==> src/rtl/wfmw_pkg.sv <==
// shared types and constants for the wall follower maze walk
package wfmw_pkg;

  localparam int DEFAULT_MAX_DIM = 128;

  localparam int CNT_W  = 8;
  localparam int STEP_W = 17;

  localparam logic [CNT_W-1:0] COUNT_RESET = 8'd1;

  localparam logic CMD_LOAD  = 1'b0;
  localparam logic CMD_START = 1'b1;

  localparam logic CFG_ROW_COUNT = 1'b0;
  localparam logic CFG_COL_COUNT = 1'b1;

  typedef logic [1:0] heading_t;

  localparam heading_t HEAD_POS_ROW = 2'd0;
  localparam heading_t HEAD_NEG_COL = 2'd1;
  localparam heading_t HEAD_NEG_ROW = 2'd2;
  localparam heading_t HEAD_POS_COL = 2'd3;

  localparam heading_t TURN_RIGHT  = 2'd1;
  localparam heading_t TURN_AROUND = 2'd2;
  localparam heading_t TURN_LEFT   = 2'd3;

  localparam logic [1:0] TRY_FIRST = 2'd0;
  localparam logic [1:0] TRY_AHEAD = 2'd1;
  localparam logic [1:0] TRY_LAST  = 2'd2;

  typedef enum logic [2:0] {
    ST_IDLE,
    ST_START_PROBE,
    ST_START_CHECK,
    ST_PROBE,
    ST_EVAL,
    ST_DONE
  } state_t;

endpackage

==> src/rtl/wfmw_probe.sv <==
// neighbor cell unit: bounds check and grid address toward one heading
module wfmw_probe #(
  parameter int MAX_DIM = wfmw_pkg::DEFAULT_MAX_DIM,
  parameter int CW      = $clog2(MAX_DIM + 1),
  parameter int IW      = $clog2(MAX_DIM)
) (
  input  logic [CW-1:0]            row,
  input  logic [CW-1:0]            col,
  input  wfmw_pkg::heading_t       dir,
  input  logic [wfmw_pkg::CNT_W-1:0] row_count,
  input  logic [wfmw_pkg::CNT_W-1:0] col_count,
  output logic                     in_bounds,
  output logic [2*IW-1:0]          addr
);

  import wfmw_pkg::*;

  localparam int XW = (CW + 1 > CNT_W) ? CW + 1 : CNT_W;

  logic [XW-1:0] nr;
  logic [XW-1:0] nc;
  logic [XW-1:0] rm1;
  logic [XW-1:0] cm1;
  logic          row_ok;
  logic          col_ok;

  always_comb begin
    nr = XW'(row);
    nc = XW'(col);
    case (dir)
      HEAD_POS_ROW: nr = XW'(row) + XW'(1);
      HEAD_NEG_COL: nc = XW'(col) - XW'(1);
      HEAD_NEG_ROW: nr = XW'(row) - XW'(1);
      HEAD_POS_COL: nc = XW'(col) + XW'(1);
      default: begin
        nr = XW'(row);
        nc = XW'(col);
      end
    endcase
  end

  // wrap below zero lands above MAX_DIM and reads closed
  assign row_ok = (nr != '0) && (nr <= XW'(row_count)) && (nr <= XW'(MAX_DIM));
  assign col_ok = (nc != '0) && (nc <= XW'(col_count)) && (nc <= XW'(MAX_DIM));
  assign in_bounds = row_ok && col_ok;

  assign rm1  = nr - XW'(1);
  assign cm1  = nc - XW'(1);
  assign addr = {rm1[IW-1:0], cm1[IW-1:0]};

endmodule

==> config.mk <==
export PLATFORM = sky130hd
export DESIGN_NAME = wfmw_probe
export DESIGN_NICKNAME = d
export VERILOG_FILES = /design/src/rtl/wfmw_pkg.sv /design/src/rtl/wfmw_probe.sv
export SDC_FILE = /design/constraint.sdc
export NUM_CORES = 1
export LEC_CHECK = 0
export BUFFER_PORTS_ARGS = -buffer_cell sky130_fd_sc_hd__buf_2
export CORE_ASPECT_RATIO = 1.25
export CORE_MARGIN = 2
export CORE_UTILIZATION = 35
export DETAILED_ROUTE_END_ITERATION = 10
export PLACE_DENSITY = 0.71
export SETUP_SLACK_MARGIN = 0.3
export SKIP_LAST_GASP = 1
export SLEW_MARGIN = 5
export SYNTH_ARGS = -nofsm -noshare
export SYNTH_HDL_FRONTEND = slang
export SYNTH_SLANG_ARGS = --single-unit
==> constraint.sdc <==
create_clock -name vclk -period 7.5
set_clock_uncertainty 0.15 [all_clocks]
set_input_delay 1.5 -clock vclk [all_inputs]
set_output_delay 1.5 -clock vclk [all_outputs]
set_load 0.01 [all_outputs]
After elaboration in Yosys (flattened, before gate mapping)
Index checks and enable logic that the tools add are counted.
{"block": "totals", "register_bits": 0, "output_inout_bits": 15, "word_cells": 23}
{"block": "classes", "add_sub_neg": 6, "order_cmp": 4, "n_eq_ne": 3, "mux": 2, "reduce_logical": 8}
{"cell": "$pmux 9 s2", "n": 2}
{"cell": "$add 8x1->9 const B", "n": 2}
{"cell": "$le 9x8->1", "n": 2}
{"cell": "$le 9x8->1 const B", "n": 2}
{"cell": "$reduce_bool 9->1", "n": 2}
{"cell": "$sub 8x1->9 const B", "n": 2}
{"cell": "$sub 7x1->7 const B", "n": 2}
{"cell": "$logic_and 1x1->1", "n": 5}
{"cell": "$eq 2x2->1 const B", "n": 2}
{"cell": "$eq 2x1->1 const B", "n": 1}
{"cell": "$logic_not 2->1", "n": 1}

Depth between registers and ports, before layout
{"block": "depth", "depth_word": 6, "mapped_depth": 17, "ltp_nobuf": 15}

Worst setup path before layout
No wires, ideal clock.
{"block": "synth_timing", "kind": "input to output", "start": "in dir[0]", "end": "out in_bounds", "arrival_time_ns": 4.827, "required_time_ns": 5.850, "setup_slack_ns": 1.023, "path_stages": 17, "n_path_buf": 2, "path_cell_list": "clkbuf_8 > clkbuf_1 > nand2_1 > ha_1 > or2_2 > a21oi_1 > a21oi_1 > mux2i_1 > inv_1 > ha_1 > and3_1 > a211oi_1 > o21ai_0 > a21o_1 > a31oi_1 > a22oi_1 > nor4_2"}
{"block": "synth_via", "elab_chain_len": 6, "word_cells_on_any_way": 17, "classes_between": "order compare: 4; eq/ne: 3; mux: 2; reduce/logical: 8"}
{"item": "start: declaration", "line_no": "wfmw_probe.sv:9", "text": "input wfmw_pkg::heading_t dir,"}
{"item": "$eq 2x2->1 (tied with other cells)", "line_no": "wfmw_probe.sv:30", "text": "case (dir)"}
{"item": "$pmux 9 s2", "line_no": "wfmw_probe.sv:30"}
{"item": "$le 9x8->1 (tied with other cells)", "line_no": "wfmw_probe.sv:43", "text": "assign row_ok = (nr != '0) && (nr <= XW'(row_count)) && (nr <= XW'(MAX_DIM));"}
{"item": "$logic_and 1x1->1 (on tied branches) (2 in series)", "line_no": "wfmw_probe.sv:43, wfmw_probe.sv:44"}
{"item": "$logic_and 1x1->1 *", "line_no": "wfmw_probe.sv:45", "text": "assign in_bounds = row_ok && col_ok;"}
{"item": "end: declaration", "line_no": "wfmw_probe.sv:12", "text": "output logic in_bounds,"}
Every way passes the cells marked *; elsewhere a longest branch is shown, timed or not.

Final worst setup path
{"block": "layout_timing", "start": "in dir[1]", "end": "out in_bounds"}
Same word-level chain as after synthesis.

==> flow_summary.json <==
{
  "synthCells": 208,
  "cts.repair.resized": 0,
  "yosys-top-cells-area": "ha_1, xnor2_1, inv_1, xor2_1, a21oi_1",
  "antenna_cells": 0,
  "grtUsageTotal_pct": 14.5,
  "tightest_slew_ps": 466,
  "rsz0062_at_grt": "false",
  "syn_avg_cell_area_um2": 7.32,
  "yosysWarningCount": 0,
  "fill_cells": 466,
  "wl_um": 3570,
  "die_x_um": 63.0,
  "fmax_mhz": 148,
  "cap_viol_max_count": 0,
  "critPathCaptureType": "output port",
  "p_sw_share_pct": 54.7,
  "sequentialPowerShare_pct": 0,
  "setup-violations-final": 0,
  "pwr-share-comb_pct": 100.0,
  "slew_viol_final": 0,
  "cts_setup_buffers": 0,
  "fin_crit_sh_pct": 90.2,
  "finalSetupTns_ps": 0,
  "vias_per_cell": 5.16,
  "synth_top_area_cell": "ha_1",
  "yosysMostFrequentCell": "inv_1",
  "post-route-drc-count": 0,
  "syn_to_final_growth_pct": 18.5,
  "grt_max_degree": 26,
  "seq_cells": 0,
  "vias": 1594,
  "p_switching_w": 0.0000783,
  "row_count": 26,
  "antenna_found_initial": 0,
  "crit_required_ps": 5850,
  "p_per_area_nw_per_um2": 79.3,
  "core_um2": 4130,
  "ant_nets": 0,
  "grt_pass1_wl_um": 6210,
  "wire_per_inst_um": 11.6,
  "regArea_um2": 0,
  "criticalPathCategory": "in2out",
  "layout.nets": 316,
  "fp.dieArea_um2": 4900,
  "firstDrtPassIters": 4,
  "hold_buffers": 0,
  "cp-start-kind": "input pin",
  "status": "finished, final reports clean",
  "whs_ps": 3290,
  "power.internal_w": 0.0000648,
  "slew_headroom_pct": 68.7,
  "ios": 49,
  "hold_violations": 0,
  "grt_pass1_vias": 1482,
  "arrival_ps": 5110,
  "ys_types": 58,
  "drt_iter0_drc": 37,
  "synth_area_um2": 1520,
  "ys_top_cells_by_count": "inv_1, ha_1, nor2_1",
  "io_buffers": 49,
  "ir_drop_mv": 0.0413,
  "drive_gt1_share_pct": 27.3,
  "hpwl_um": 3080,
  "hold_class": "in2out",
  "grt.overflow.total": 0,
  "power_frac_clock_pct": 0,
  "synth_top_area_share_pct": 21.4,
  "initial_utilization_pct": 36.9,
  "place.gp.congestion": 0.776,
  "yosysSeqAreaShare_pct": 0,
  "p_leak_nw": 0.907,
  "path_max_fanout": 10,
  "die_h_um": 77.7,
  "clockBufferCount": 0,
  "synth_fp_nets": 269,
  "finalCriticalPeriod_ps": 6760
}
==> cells in the final DEF (no fill, tap or decap), drive strengths merged, types with 4 or more instances in the layout <==
master and n:
nand4 6, nor2 16, inv 27, buf 50, a21oi 15, xnor2 14
ha 26, nand2 14, xor2 9, o21ai 4, nand3 7, nand2b 4
mux2i 7
==> stage by stage <==
stage               cells  instance area [um2]  worst slack, ps  util (%)  power [W]
CTS                   309                 1800              743      43.7   0.000144
detailed placement    309                 1800              757      43.7   0.000143
finish                309                 1800              735      43.7   0.000143
global route          309                 1800              510      43.7   0.000161
floorplan             208                 1520             1020         -   0.000102
global placement      309                 1800              763      43.7   0.000141
==> per-layer routing <==
layer	GRT usage, %	part of all wire (%)	up-vias
li1	-	-	844
met1	18.6	45	703
met2	27.0	49	43
met3	0.870	4.7	4
met4	1.56	0.98	0
met5	0	0	-
==> worst max-delay path, stage by stage <==
cell,delay (ps)
buf_2,160
nand2b_1,170
xnor2_1,170
ha_1,220
or4_4,440
a2bb2oi_1,170
xnor2_1,360
ha_1,340
a21oi_1,140
nand2_1,60
a211o_2,340
a31oi_1,200
a22oi_2,70
or3_1,380
nor4_2,230
buf_2,170
==> power by group through the flow <==
stage               Clock [W]  Sequential (W)  Combinational (W)
global placement            0               0           0.000141
global route                0               0           0.000161
finish                      0               0           0.000143
floorplan                   0               0           0.000102
detailed placement          0               0           0.000143
CTS                         0               0           0.000144
==> area by class of cell <==
cell class | count | area (um2) | area share, %
Tap cell | 56 | 70.1 | 3.88
Timing Repair Buffer | 50 | 253 | 14.0
Inverter | 27 | 101 | 5.62
Multi-Input combinational cell | 176 | 1380 | 76.5
==> worst paths after layout <==
path	from	slack [ps]	cells past startpoint	end
max	dir[1]	740	16	in_bounds
min	row[0]	3290	3	addr[7]
==> kinds of logic after synthesis <==
| logic type | count (synthesis) | share of synthesized area [%] |
|---|---|---|
| AO/OA/AOI/OAI | 41 | 18.7 |
| AND/OR/NAND/NOR | 76 | 29.1 |
| buffers and inverters | 32 | 9.37 |
| XOR/XNOR | 24 | 14.8 |
| adder cells (fa/ha/maj) | 27 | 22.7 |
| multiplexers | 8 | 5.34 |
No activity file was read; power rests on OpenSTA's default activity.
